**src/rtl/srrp_pkg.sv**
```systemverilog
// ----------------------------------------------------------------------------
// srrp_pkg - shared definitions for the storage row record parser
// Phase encoding, result kinds, error codes, mask bits and port widths.
// ----------------------------------------------------------------------------
`default_nettype none

package srrp_pkg;

    localparam int IN_TDATA_W  = 8;
    localparam int OUT_TDATA_W = 176;   // 171 payload bits padded to whole bytes
    localparam int KIND_W      = 4;
    localparam int ERR_W       = 3;
    localparam int FCNT_W      = 4;     // counts up to the 12 deletion bytes
    localparam int LEN_W       = 32;

    typedef enum logic [3:0] {
        PH_ROW_LEN   = 4'd0,
        PH_KEY       = 4'd1,
        PH_ROW_DEL   = 4'd2,
        PH_ATOM_LEN  = 4'd3,
        PH_NAME      = 4'd4,
        PH_MASK      = 4'd5,
        PH_EXP       = 4'd6,
        PH_TS        = 4'd7,
        PH_VLEN      = 4'd8,
        PH_VALUE     = 4'd9,
        PH_DEL_VALUE = 4'd10,
        PH_RT_LEN    = 4'd11,
        PH_RT_NAME   = 4'd12,
        PH_RT_DEL    = 4'd13
    } t_phase;

    localparam logic [KIND_W-1:0] K_KEY_BYTE   = 4'd0;
    localparam logic [KIND_W-1:0] K_ROW_START  = 4'd1;
    localparam logic [KIND_W-1:0] K_NAME_BYTE  = 4'd2;
    localparam logic [KIND_W-1:0] K_VALUE_BYTE = 4'd3;
    localparam logic [KIND_W-1:0] K_CELL       = 4'd4;
    localparam logic [KIND_W-1:0] K_DEL_CELL   = 4'd5;
    localparam logic [KIND_W-1:0] K_END_NAME   = 4'd6;
    localparam logic [KIND_W-1:0] K_TOMBSTONE  = 4'd7;
    localparam logic [KIND_W-1:0] K_ROW_END    = 4'd8;
    localparam logic [KIND_W-1:0] K_STREAM_END = 4'd9;
    localparam logic [KIND_W-1:0] K_ERROR      = 4'd10;

    localparam logic [ERR_W-1:0] E_NONE        = 3'd0;
    localparam logic [ERR_W-1:0] E_COUNTER     = 3'd1;
    localparam logic [ERR_W-1:0] E_COUNTER_UPD = 3'd2;
    localparam logic [ERR_W-1:0] E_DEL_SIZE    = 3'd3;
    localparam logic [ERR_W-1:0] E_TRUNCATED   = 3'd4;

    localparam int M_DELETION       = 0;
    localparam int M_EXPIRATION     = 1;
    localparam int M_COUNTER        = 2;
    localparam int M_COUNTER_UPDATE = 3;
    localparam int M_RANGE_TOMB     = 4;

endpackage

`default_nettype wire

```
**src/rtl/storage_row_record_parser.sv**
```systemverilog
// ----------------------------------------------------------------------------
// storage_row_record_parser - byte-serial parser for big-endian row records
// Splits a row stream into tagged key/name/value bytes and row/cell events.
// ----------------------------------------------------------------------------
// Usage:
//   Slave channel (s_*): one stream byte per transaction on s_tdata; s_tlast
//   high marks an end-of-input transaction whose byte is ignored.
//   Master channel (m_*): at most one result transaction per input byte.
//   m_tuser carries the result kind, m_tlast flags the final byte of a field,
//   m_tdata carries the byte, deletion time, timestamp, ttl, expiration and
//   error code.
//   Timing: a byte taken into the input register is parsed by the parse stage
//   and its result is registered in the result register; while that register
//   holds an untaken transaction the byte waits in the input register.
//   Throughput: one byte per cycle while the result register is free, set by
//   the single parse stage between the input register and the result register.
//   Stalls: while the result register holds an untaken transaction, the parse
//   stage holds and the input register fills; s_tready drops once both are
//   full. Nothing is lost or repeated.
//   Reset: the parser returns to the start of a row with no error held; both
//   registers empty. Errors are sticky until reset.
// ----------------------------------------------------------------------------
`default_nettype none

module storage_row_record_parser (
    input  wire logic                             i_clk,
    input  wire logic                             i_rst_n,
    // slave side
    input  wire logic                             s_tvalid,
    output logic                                  s_tready,
    input  wire logic [srrp_pkg::IN_TDATA_W-1:0]  s_tdata,   // [7:0] in_byte
    input  wire logic                             s_tlast,   // end_of_input
    // master side
    output logic                                  m_tvalid,
    input  wire logic                             m_tready,
    // [7:0] data_byte, [39:8] del_time, [103:40] timestamp,
    // [135:104] ttl, [167:136] expiration, [170:168] error_code, rest zero
    output logic [srrp_pkg::OUT_TDATA_W-1:0]      m_tdata,
    output logic                                  m_tlast,   // last_byte
    output logic [srrp_pkg::KIND_W-1:0]           m_tuser    // [3:0] kind
);
    import srrp_pkg::*;

    // input register
    logic                  r_in_valid;
    logic [7:0]            r_in_byte;
    logic                  r_in_end;

    // parser state
    t_phase                r_phase,    n_phase;
    logic [FCNT_W-1:0]     r_fcnt,     n_fcnt;
    logic [LEN_W-1:0]      r_len,      n_len;
    logic [31:0]           r_dtime,    n_dtime;
    logic [63:0]           r_tstamp,   n_tstamp;
    logic [31:0]           r_ttl,      n_ttl;
    logic [31:0]           r_exp,      n_exp;
    logic                  r_cell_del, n_cell_del;
    logic [ERR_W-1:0]      r_err,      n_err;

    // result register
    logic                  r_out_valid;
    logic [KIND_W-1:0]     r_out_kind;
    logic [7:0]            r_out_byte;
    logic                  r_out_last;
    logic [31:0]           r_out_dtime;
    logic [63:0]           r_out_tstamp;
    logic [31:0]           r_out_ttl;
    logic [31:0]           r_out_exp;
    logic [ERR_W-1:0]      r_out_err;

    // parse stage result
    logic                  res_valid;
    logic [KIND_W-1:0]     res_kind;
    logic [7:0]            res_byte;
    logic                  res_last;
    logic [31:0]           res_dtime;
    logic [63:0]           res_tstamp;
    logic [31:0]           res_ttl;
    logic [31:0]           res_exp;
    logic [ERR_W-1:0]      res_err;

    logic                  out_free;
    logic                  consume;
    logic [7:0]            b;
    logic [FCNT_W-1:0]     fcnt_inc;
    logic [LEN_W-1:0]      len_shift;
    logic [LEN_W-1:0]      len_dec;

    // advance the parse stage whenever the result register can take its output
    assign out_free = !r_out_valid || m_tready;
    assign consume  = r_in_valid && out_free;
    assign s_tready = !r_in_valid || consume;

    assign b         = r_in_byte;
    assign fcnt_inc  = r_fcnt + 1'b1;
    // first byte of a length clears the upper bits, later bytes shift in
    assign len_shift = (r_fcnt == '0) ? {{(LEN_W-8){1'b0}}, b} : {r_len[LEN_W-9:0], b};
    assign len_dec   = r_len - 1'b1;

    always_comb begin
        n_phase    = r_phase;
        n_fcnt     = r_fcnt;
        n_len      = r_len;
        n_dtime    = r_dtime;
        n_tstamp   = r_tstamp;
        n_ttl      = r_ttl;
        n_exp      = r_exp;
        n_cell_del = r_cell_del;
        n_err      = r_err;

        res_valid  = 1'b0;
        res_kind   = K_KEY_BYTE;
        res_byte   = '0;
        res_last   = 1'b0;
        res_dtime  = '0;
        res_tstamp = '0;
        res_ttl    = '0;
        res_exp    = '0;
        res_err    = E_NONE;

        if (r_in_end) begin
            res_valid = 1'b1;
            if (r_err != E_NONE) begin
                res_kind = K_ERROR;
                res_err  = r_err;
            end else if (r_phase == PH_ROW_LEN && r_fcnt == '0) begin
                res_kind = K_STREAM_END;
            end else begin
                res_kind = K_ERROR;
                res_err  = E_TRUNCATED;
                n_err    = E_TRUNCATED;
            end
        end else if (r_err == E_NONE) begin
            case (r_phase)
                PH_ROW_LEN, PH_ATOM_LEN, PH_RT_LEN: begin
                    n_len  = len_shift;
                    n_fcnt = fcnt_inc;
                    if (fcnt_inc >= FCNT_W'(2)) begin
                        n_fcnt = '0;
                        if (r_phase == PH_ROW_LEN) begin
                            n_phase = (len_shift == '0) ? PH_ROW_DEL : PH_KEY;
                        end else if (r_phase == PH_RT_LEN) begin
                            n_phase = (len_shift == '0) ? PH_RT_DEL : PH_RT_NAME;
                        end else if (len_shift == '0) begin
                            n_phase   = PH_ROW_LEN;
                            res_valid = 1'b1;
                            res_kind  = K_ROW_END;
                        end else begin
                            n_phase = PH_NAME;
                        end
                    end
                end
                PH_KEY, PH_NAME, PH_VALUE, PH_RT_NAME: begin
                    n_len     = len_dec;
                    res_valid = 1'b1;
                    res_byte  = b;
                    case (r_phase)
                        PH_KEY:   res_kind = K_KEY_BYTE;
                        PH_NAME:  res_kind = K_NAME_BYTE;
                        PH_VALUE: res_kind = K_VALUE_BYTE;
                        default:  res_kind = K_END_NAME;
                    endcase
                    if (len_dec == '0) begin
                        res_last = 1'b1;
                        n_fcnt   = '0;
                        case (r_phase)
                            PH_KEY:   n_phase = PH_ROW_DEL;
                            PH_NAME:  n_phase = PH_MASK;
                            PH_VALUE: n_phase = PH_ATOM_LEN;
                            default:  n_phase = PH_RT_DEL;
                        endcase
                    end
                end
                PH_ROW_DEL, PH_RT_DEL: begin
                    // 4 bytes of deletion time, then 8 bytes of timestamp
                    if (r_fcnt < FCNT_W'(4)) n_dtime  = {r_dtime[23:0], b};
                    else                     n_tstamp = {r_tstamp[55:0], b};
                    n_fcnt = fcnt_inc;
                    if (fcnt_inc >= FCNT_W'(12)) begin
                        n_fcnt     = '0;
                        n_phase    = PH_ATOM_LEN;
                        res_valid  = 1'b1;
                        res_kind   = (r_phase == PH_ROW_DEL) ? K_ROW_START : K_TOMBSTONE;
                        res_dtime  = n_dtime;
                        res_tstamp = n_tstamp;
                    end
                end
                PH_MASK: begin
                    n_fcnt = '0;
                    if (b[M_RANGE_TOMB]) begin
                        n_phase = PH_RT_LEN;
                    end else if (b[M_COUNTER]) begin
                        n_err     = E_COUNTER;
                        res_valid = 1'b1;
                        res_kind  = K_ERROR;
                        res_err   = E_COUNTER;
                    end else if (b[M_EXPIRATION]) begin
                        n_cell_del = 1'b0;
                        n_phase    = PH_EXP;
                    end else if (b[M_COUNTER_UPDATE]) begin
                        n_err     = E_COUNTER_UPD;
                        res_valid = 1'b1;
                        res_kind  = K_ERROR;
                        res_err   = E_COUNTER_UPD;
                    end else begin
                        n_ttl      = '0;
                        n_exp      = '0;
                        n_cell_del = b[M_DELETION];
                        n_phase    = PH_TS;
                    end
                end
                PH_EXP: begin
                    if (r_fcnt < FCNT_W'(4)) n_ttl = {r_ttl[23:0], b};
                    else                     n_exp = {r_exp[23:0], b};
                    n_fcnt = fcnt_inc;
                    if (fcnt_inc >= FCNT_W'(8)) begin
                        n_fcnt  = '0;
                        n_phase = PH_TS;
                    end
                end
                PH_TS: begin
                    n_tstamp = {r_tstamp[55:0], b};
                    n_fcnt   = fcnt_inc;
                    if (fcnt_inc >= FCNT_W'(8)) begin
                        n_fcnt  = '0;
                        n_phase = PH_VLEN;
                    end
                end
                PH_VLEN: begin
                    n_len  = len_shift;
                    n_fcnt = fcnt_inc;
                    if (fcnt_inc >= FCNT_W'(4)) begin
                        n_fcnt = '0;
                        if (r_cell_del) begin
                            if (len_shift != LEN_W'(4)) begin
                                n_fcnt    = fcnt_inc;
                                n_err     = E_DEL_SIZE;
                                res_valid = 1'b1;
                                res_kind  = K_ERROR;
                                res_err   = E_DEL_SIZE;
                            end else begin
                                n_phase = PH_DEL_VALUE;
                            end
                        end else begin
                            n_phase    = (len_shift == '0) ? PH_ATOM_LEN : PH_VALUE;
                            res_valid  = 1'b1;
                            res_kind   = K_CELL;
                            res_tstamp = r_tstamp;
                            res_ttl    = r_ttl;
                            res_exp    = r_exp;
                        end
                    end
                end
                PH_DEL_VALUE: begin
                    n_dtime = {r_dtime[23:0], b};
                    n_fcnt  = fcnt_inc;
                    if (fcnt_inc >= FCNT_W'(4)) begin
                        n_fcnt     = '0;
                        n_phase    = PH_ATOM_LEN;
                        res_valid  = 1'b1;
                        res_kind   = K_DEL_CELL;
                        res_dtime  = n_dtime;
                        res_tstamp = r_tstamp;
                    end
                end
                default: begin
                    n_phase = PH_ROW_LEN;
                    n_fcnt  = '0;
                end
            endcase
        end
    end

    // input register: fill when empty or when the parse stage drains it
    always_ff @(posedge i_clk) begin
        if (!i_rst_n) begin
            r_in_valid <= 1'b0;
        end else if (s_tready) begin
            r_in_valid <= s_tvalid;
        end
        if (s_tready && s_tvalid) begin
            r_in_byte <= s_tdata;
            r_in_end  <= s_tlast;
        end
    end

    // parser state: advance only on a consumed transaction
    always_ff @(posedge i_clk) begin
        if (!i_rst_n) begin
            r_phase    <= PH_ROW_LEN;
            r_fcnt     <= '0;
            r_len      <= '0;
            r_dtime    <= '0;
            r_tstamp   <= '0;
            r_ttl      <= '0;
            r_exp      <= '0;
            r_cell_del <= 1'b0;
            r_err      <= E_NONE;
        end else if (consume) begin
            r_phase    <= n_phase;
            r_fcnt     <= n_fcnt;
            r_len      <= n_len;
            r_dtime    <= n_dtime;
            r_tstamp   <= n_tstamp;
            r_ttl      <= n_ttl;
            r_exp      <= n_exp;
            r_cell_del <= n_cell_del;
            r_err      <= n_err;
        end
    end

    // result register
    always_ff @(posedge i_clk) begin
        if (!i_rst_n) begin
            r_out_valid <= 1'b0;
        end else if (consume) begin
            r_out_valid <= res_valid;
        end else if (m_tready) begin
            r_out_valid <= 1'b0;
        end
        if (consume && res_valid) begin
            r_out_kind   <= res_kind;
            r_out_byte   <= res_byte;
            r_out_last   <= res_last;
            r_out_dtime  <= res_dtime;
            r_out_tstamp <= res_tstamp;
            r_out_ttl    <= res_ttl;
            r_out_exp    <= res_exp;
            r_out_err    <= res_err;
        end
    end

    assign m_tvalid = r_out_valid;
    assign m_tuser  = r_out_kind;
    assign m_tlast  = r_out_last;
    assign m_tdata  = {{(OUT_TDATA_W-171){1'b0}}, r_out_err, r_out_exp, r_out_ttl,
                       r_out_tstamp, r_out_dtime, r_out_byte};

endmodule

`default_nettype wire
```
**config.mk**
```make
export PLATFORM = sky130hd
export DESIGN_NAME = storage_row_record_parser
export DESIGN_NICKNAME = d
export VERILOG_FILES = /design/src/rtl/srrp_pkg.sv /design/src/rtl/storage_row_record_parser.sv
export SDC_FILE = /design/constraint.sdc
export NUM_CORES = 1
export LEC_CHECK = 0
export BUFFER_PORTS_ARGS = -buffer_cell sky130_fd_sc_hd__buf_2
export CORE_MARGIN = 2
export CORE_UTILIZATION = 50
export CTS_CLUSTER_DIAMETER = 200
export CTS_CLUSTER_SIZE = 25
export DETAILED_ROUTE_END_ITERATION = 7
export GPL_TIMING_DRIVEN = 0
export PLACE_DENSITY_LB_ADDON = 0.25
export SYNTH_ARGS = -nofsm -noshare
export SYNTH_HDL_FRONTEND = slang
export SYNTH_SLANG_ARGS = --single-unit
```
**constraint.sdc**
```tcl
create_clock -name i_clk -period 10.7 [get_ports i_clk]
set_clock_uncertainty 0.05 [all_clocks]
set_input_delay 2.14 -clock i_clk [delete_from_list [all_inputs] [get_ports i_clk]]
set_output_delay 2.14 -clock i_clk [all_outputs]
set_load 0.01 [all_outputs]
```
==> impl_metrics.csv, run 1 <==
group,metric,value,unit
run_status,status,"finished, final reports clean",
clock_network,cts_setup_buffers,0,
setup_path,setup.worst_path.end_class,"register",
clock_network,cts_buffers,19,
clock_network,holdBufCountCts,0,
die,start_util,0.510,
placed_design,io_buffers,189,
global_routing,grt_start_max_net_pins,37,
die,core,32700,sq um
power,power.leakage,5.91,nW
die,die_h,187,um
timing,max_slew_margin,0.144,
hold_path,hold_path_class,"reg -> reg",
yosys,seq_area_frac_synth,0.581,
setup_path,reg2reg_depth,13,
yosys,synth.area.top_cells,"edfxtp_1 33%, dfxtp_1 25%, nand2_1 7.0%",
yosys,synthCells,1783,
setup_path,worst-path-buf-inv,5,
route,viasPerCell,5.73,
power,power_density,138,nW/um^2
setup_path,path_cells,"buf_2 -> nor4_1 -> nand4_1 -> o21ai_0 -> nand3b_1 -> nand3b_1 -> a31oi_1 -> nor2_1 -> nor2_4 -> buf_16 -> buf_16 -> buf_12 -> buf_16",
route,drt_iter0_markers,1365,
finish,syn_to_final_growth,13.2,%
setup_path,cpPeakStageDelay,610,ps
timing,period_share,0.455,
setup_path,cp.arrival,5050,ps
placed_design,hpwl,32100,um
yosys,synth_top_area_frac,0.333,
route,routed_wl,45500,um
timing,finalMaxSlewViolations,0,
placed_design,place_area,18300,sq um
clock_network,clk_pin_slew,100,ps
power,peakVddDrop,0.0990,mV
setup_path,worst_path_max_delay_cell,"nor4_1",
hold_path,hold_depth,2,
global_routing,grt_pass1_vias,13100,
clock_network,cts_max_level,1,
timing,period_needed,4870,ps
timing,final-hold-violation-count,0,
timing,tns,0,ps
timing,rsz0062_at_grt,"no",
yosys,yosys.area.top_type,"edfxtp_1",
clock_network,cts.repair.resized,0,
job,drv_cap,0,
yosys,synth_area,16700,sq um
global_routing,gr-usage-all-layers,0.255,
finish,fin_area,18900,sq um
timing,worstMarginPinSlew,1270,ps
setup_path,critPathTopFamily,"simple AND/OR/NAND/NOR gates",
route,dr.pass1.iters,5,
finish,postLayoutCoreUtil,0.577,
route,dr_total_vias,14100,
setup_path,crit_type,"reg -> reg",
timing,fmax,205,MHz
global_routing,grt_pass1_wl,72000,um
setup_path,start_kind,"register",
clock_network,clock_sinks,391,
yosys,ys_types,65,
route,drtAntennaViolNets,0,
clock_network,clk_latency,530,ps
die,pin_count,196,
clock_network,clock_path_buffers,3,
setup_path,critical_path.max_fanout,34,
yosys,synth_edf_count,185,
global_routing,gr-total-overflow,0,
route,drc_errors,0,
finish,layout-drive-gt1-share,0.122,
yosys,synth-warning-count,0,
yosys,synth-seq-cells,391,
die,rows,66,
setup_path,reg2reg_slack,5830,ps
setup_path,crit_required,10880,ps
clock_network,cts_root_buffer,"clkbuf_16",
yosys,synthArstFlopShare,0,
finish,fin_cells,2458,
timing,setup_violations,0,
yosys,ys.flop_type,"dfxtp_1",
placed_design,place_inst,2424,
route,avgRoutedWirePerCell,18.5,um
setup_path,cp_common_cell,"buf_16",
finish,mostFrequentLayoutCells,"312 x nand2_1, 214 x a21oi_1, 206 x dfxtp_1, 198 x nor2_1, 196 x buf_2",
placed_design,place.gp.congestion,0.961,
die,die_w,187,um
setup_path,crit_cells,13,
finish,final_common_cell,"nand2_1",
finish,nNetsFinal,2021,
global_routing,antenna_found_initial,0,
die,die_area,34800,sq um
yosys,avgSynthCellArea,9.35,sq um
clock_network,cts_tree,"done",
[final timing paths]
check,startpoint,to
worst min-delay path,r_ttl[25],r_ttl[25]
worst min register to register,r_ttl[25],r_ttl[25]
worst max register to register,r_len[2],r_out_ttl[10]
worst max-delay path,r_len[2],r_out_ttl[10]
[registers in the layout (all words and copies together) (netlist names), 8 cells and up]
signal and count:
r_out_tstamp 64, r_tstamp 64, r_dtime 32, r_exp 32, r_len 32, r_out_dtime 32
r_out_exp 32, r_out_ttl 32, r_ttl 32, b 8, r_out_byte 8
[stage by stage]
stage / total power (W) / worst slack, ps / hold WS (ps)
finish: 0.00261 / 5830 / 399
floorplan: 0.00177 / 220 / 377
global placement: 0.00184 / -2920 / 386
global route: 0.00270 / 5650 / 423
CTS: 0.00263 / 5880 / 402
detailed placement: 0.00184 / 5880 / 389
[cells by family (layout without fill, tap and decap cells)]
family          count (synthesis)  in the layout  share of synthesized area
simple gates                  776            776                      0.211
compound gates                435            435                      0.157
flops                         391            391                      0.581
buf+inv                       160            388                     0.0387
xor+xnor                       12             12                    0.00631
fa+ha+maj                       5              5                    0.00375
mux                             3              3                    0.00180
other cells                     1              6                   0.000225
[power by group]
group          total [W]  internal (W)  switching (W)
sequential       0.00160       0.00159      0.0000131
clock           0.000801      0.000342       0.000459
combinational   0.000207     0.0000649       0.000142
total            0.00261       0.00200       0.000615
[synthesized netlist by cell type, types with 3 or more instances]
cell and instances:
nand2_1 312, a21oi_1 214, dfxtp_1 206, nor2_1 199, edfxtp_1 185, clkbuf_1 116, a22oi_1 106, nand3_1 82
and2_1 67, o21ai_0 51, nor3_1 21, nor4_1 20, buf_1 18, or3_1 12, and3_1 11, inv_1 9
nand2b_1 8, nand4_1 8, o21a_1 8, a31oi_1 7, buf_2 7, buf_4 7, or4_1 7, nor2b_1 6
o211ai_1 6, xnor2_1 6, xor2_1 6, a211oi_1 5, ha_1 5, nand3b_1 5, a221oi_1 4, a2bb2oi_1 4
a311oi_1 4, o31ai_1 4, or2_2 4, mux2i_1 3, o21ai_1 3, o22ai_1 3
[metal layers]
layer  share of wire  vias to the layer above  GRT usage  wire length [um]
met3           0.072                      106     0.0308              3260
li1                -                     6712          -                 -
met4           0.031                        0     0.0830              1410
met2            0.45                      602      0.400             20700
met1            0.44                     6668      0.369             20100
met5               0                        -          0                 0
[area by class of cell]
cell class	count	area (sq um)
repair buffers	195	1090
inverters	9	33.8
multi-input cells	1236	6370
plain buffers	151	612
fillers	2982	13800
diodes	1	2.50
well taps	442	553
flip-flops and latches	391	9680
clock buffers	32	524
clock inverters	1	11.3
[worst min-delay path, stage by stage, from the launching register on]
cell and delay [ps]:
dfxtp_1 310, nand2_1 50, a21oi_1 50
No activity file was read; power rests on OpenSTA's default activity.
==> run 2: changes to the inputs <==
Clock period 10.7 ns to 4.5 ns, I/O delays scaled along.
==> run 2 against run 1 <==
  * Global-route usage rose by 0.055 points
  * Hold slack improved by 7.1 ps
  * Clock power rose by 140%
  * Combinational power rose by 140%
  * Critical endpoint is now m_tlast
  * Fmax rose by 17%
  * Power rose by 140%
  * Worst setup slack got worse by 5500 ps
  * Count of clock-buffer cells in the layout did not move
  * Routed wire length rose by 0.91%
==> impl_metrics.csv, run 2 (synthesis gave the netlist of run 1 again) <==
group,metric,value,unit
run_status,status,"finished, final reports clean",
global_routing,grt_start_max_net_pins,37,
global_routing,grt_pass1_wl,71900,um
route,routed_wl,45900,um
clock_network,clk_latency,550,ps
timing,rsz0062_at_grt,"no",
setup_path,start_kind,"register",
power,power.leakage,5.90,nW
clock_network,cts_root_buffer,"clkbuf_16",
clock_network,cts_buffers,19,
timing,finalWorstSetupSlack,330,ps
setup_path,crit_type,"reg -> reg",
timing,setup_violations,0,
timing,whs,406,ps
die,die_h,187,um
timing,fmax,240,MHz
global_routing,grt_pass1_vias,13100,
setup_path,cpPeakStageDelay,560,ps
finish,syn_to_final_growth,13.2,%
hold_path,hold_path_class,"reg -> reg",
finish,fillers,2961,
setup_path,critical_path.max_fanout,36,
hold_path,hold_depth,2,
power,peakVddDrop,0.238,mV
setup_path,setup.worst_path.end_class,"register",
setup_path,crit_required,4680,ps
hold_path,worstHoldStart,"r_exp[31]",
power,power_density,331,nW/um^2
clock_network,holdBufCountCts,0,
timing,period_needed,4170,ps
placed_design,place.gp.congestion,0.939,
clock_network,cts_tree,"done",
die,die_w,187,um
timing,period_share,0.927,
clock_network,clock_path_buffers,3,
global_routing,gr-usage-all-layers,0.255,
placed_design,place_ws,93.4,ps
timing,max_slew_margin,0.0498,
global_routing,antenna_found_initial,0,
placed_design,io_buffers,189,
finish,mostFrequentLayoutCells,"312 x nand2_1, 214 x a21oi_1, 206 x dfxtp_1, 198 x nor2_1, 196 x buf_2",
finish,postLayoutCoreUtil,0.577,
placed_design,hpwl,32000,um
global_routing,gr-total-overflow,0,
clock_network,cts.repair.resized,0,
die,die_area,34800,sq um
finish,layout-drive-gt1-share,0.124,
clock_network,cts_max_level,1,
route,avgRoutedWirePerCell,18.7,um
route,dr_total_vias,14100,
clock_network,clock_sinks,391,
setup_path,reg2reg_depth,12,
setup_path,worst_path_max_delay_cell,"nor4_4",
route,dr.pass1.iters,6,
finish,nNetsFinal,2022,
route,viasPerCell,5.73,
finish,fin_area,18900,sq um
die,start_util,0.510,
placed_design,place_area,18300,sq um
setup_path,cp_common_cell,"buf_12",
finish,final_common_cell,"nand2_1",
finish,largestRegisters,"r_out_tstamp (64), r_tstamp (64)",
die,pin_count,196,
die,rows,66,
setup_path,r2r-end,"m_tlast",
clock_network,clk_pin_slew,110,ps
setup_path,path_cells,"buf_6 -> nor4_4 -> nand4_1 -> o21ai_2 -> nand3b_1 -> nand3b_1 -> a31oi_1 -> nor2_1 -> nor2_4 -> buf_12 -> buf_12 -> buf_12",
route,drtAntennaViolNets,0,
job,drv_cap,0,
finish,antenna_cells,0,
setup_path,regToRegStartpoint,"r_len[6]",
route,drc_errors,0,
timing,final-hold-violation-count,0,
timing,worstMarginPinSlew,1410,ps
timing,finalMaxSlewViolations,0,
hold_path,min_to,"r_exp[31]",
die,core,32700,sq um
setup_path,cp.arrival,4350,ps
route,drt_iter0_markers,1594,
setup_path,reg2reg_slack,330,ps
-- run 2: cell count changes in the layout (fill, tap and decap cells not counted) --
cell / delta
nor2_2: +1
o21ai_0: -1
buf_6: +1
buf_16: -2
nor4_1: -1
diode_2: -1
nor4_2: +1
buf_12: +1
o21ai_2: +1
-- run 2: how the worst max path moves through the flow --
stage                   start       endpoint  slack [ps]  cells after the start
finish               r_len[6]        m_tlast         330                     12
global route        r_len[12]  r_out_exp[11]          90                     12
CTS                  r_len[6]        m_tlast          50                     12
detailed placement   r_len[5]        m_tlast          90                     12
global placement     r_len[6]   r_out_ttl[5]       -2210                      9
floorplan            r_len[6]        m_tlast        -600                      9
-- run 2: per-layer routing --
metal  wire length, um  vias up  track usage
li1                  -     6725            -
met1             20500     6691        0.366
met2             21200      593        0.415
met3              3300       71       0.0312
met4               968        0       0.0623
met5                 0        -            0
-- run 2: what timing repair did --
action	4_1_cts	5_1_grt
endpoints found under the hold margin	0	0
setup buffers	0	1
setup endpoints to repair	0	127
-- run 2: layout make-up --
| type | instances | area [sq um] | area share |
|---|---|---|---|
| tap | 442 | 553 | 0.0293 |
| timing repair buffer | 195 | 1060 | 0.0562 |
| clock buffer | 32 | 524 | 0.0278 |
| clock inverter | 1 | 11.3 | 0.000597 |
| inverter | 9 | 33.8 | 0.00179 |
| buffer | 151 | 616 | 0.0326 |
| multi-input combinational | 1237 | 6390 | 0.339 |
| sequential | 391 | 9680 | 0.513 |
-- run 2: report_power, final --
group          leakage [nW]  switching [W]  internal [W]
registers              3.20      0.0000312       0.00378
clock network         0.256        0.00113      0.000812
logic                  2.44       0.000338      0.000155
-- run 2: critical path, delay by kind of cell (launching register included) --
family | cells | cell delay (ps)
simple gates | 6 | 1980
compound gates | 2 | 570
buf+inv | 4 | 870
flops | 1 | 320
-- run 2: metrics by stage --
stage	total power, W	instances	setup TNS, ps
floorplan	0.00419	1787	-105060
global placement	0.00437	2418	-385480
detailed placement	0.00438	2423	0
CTS	0.00626	2456	0
global route	0.00645	2458	0
finish	0.00625	2458	0
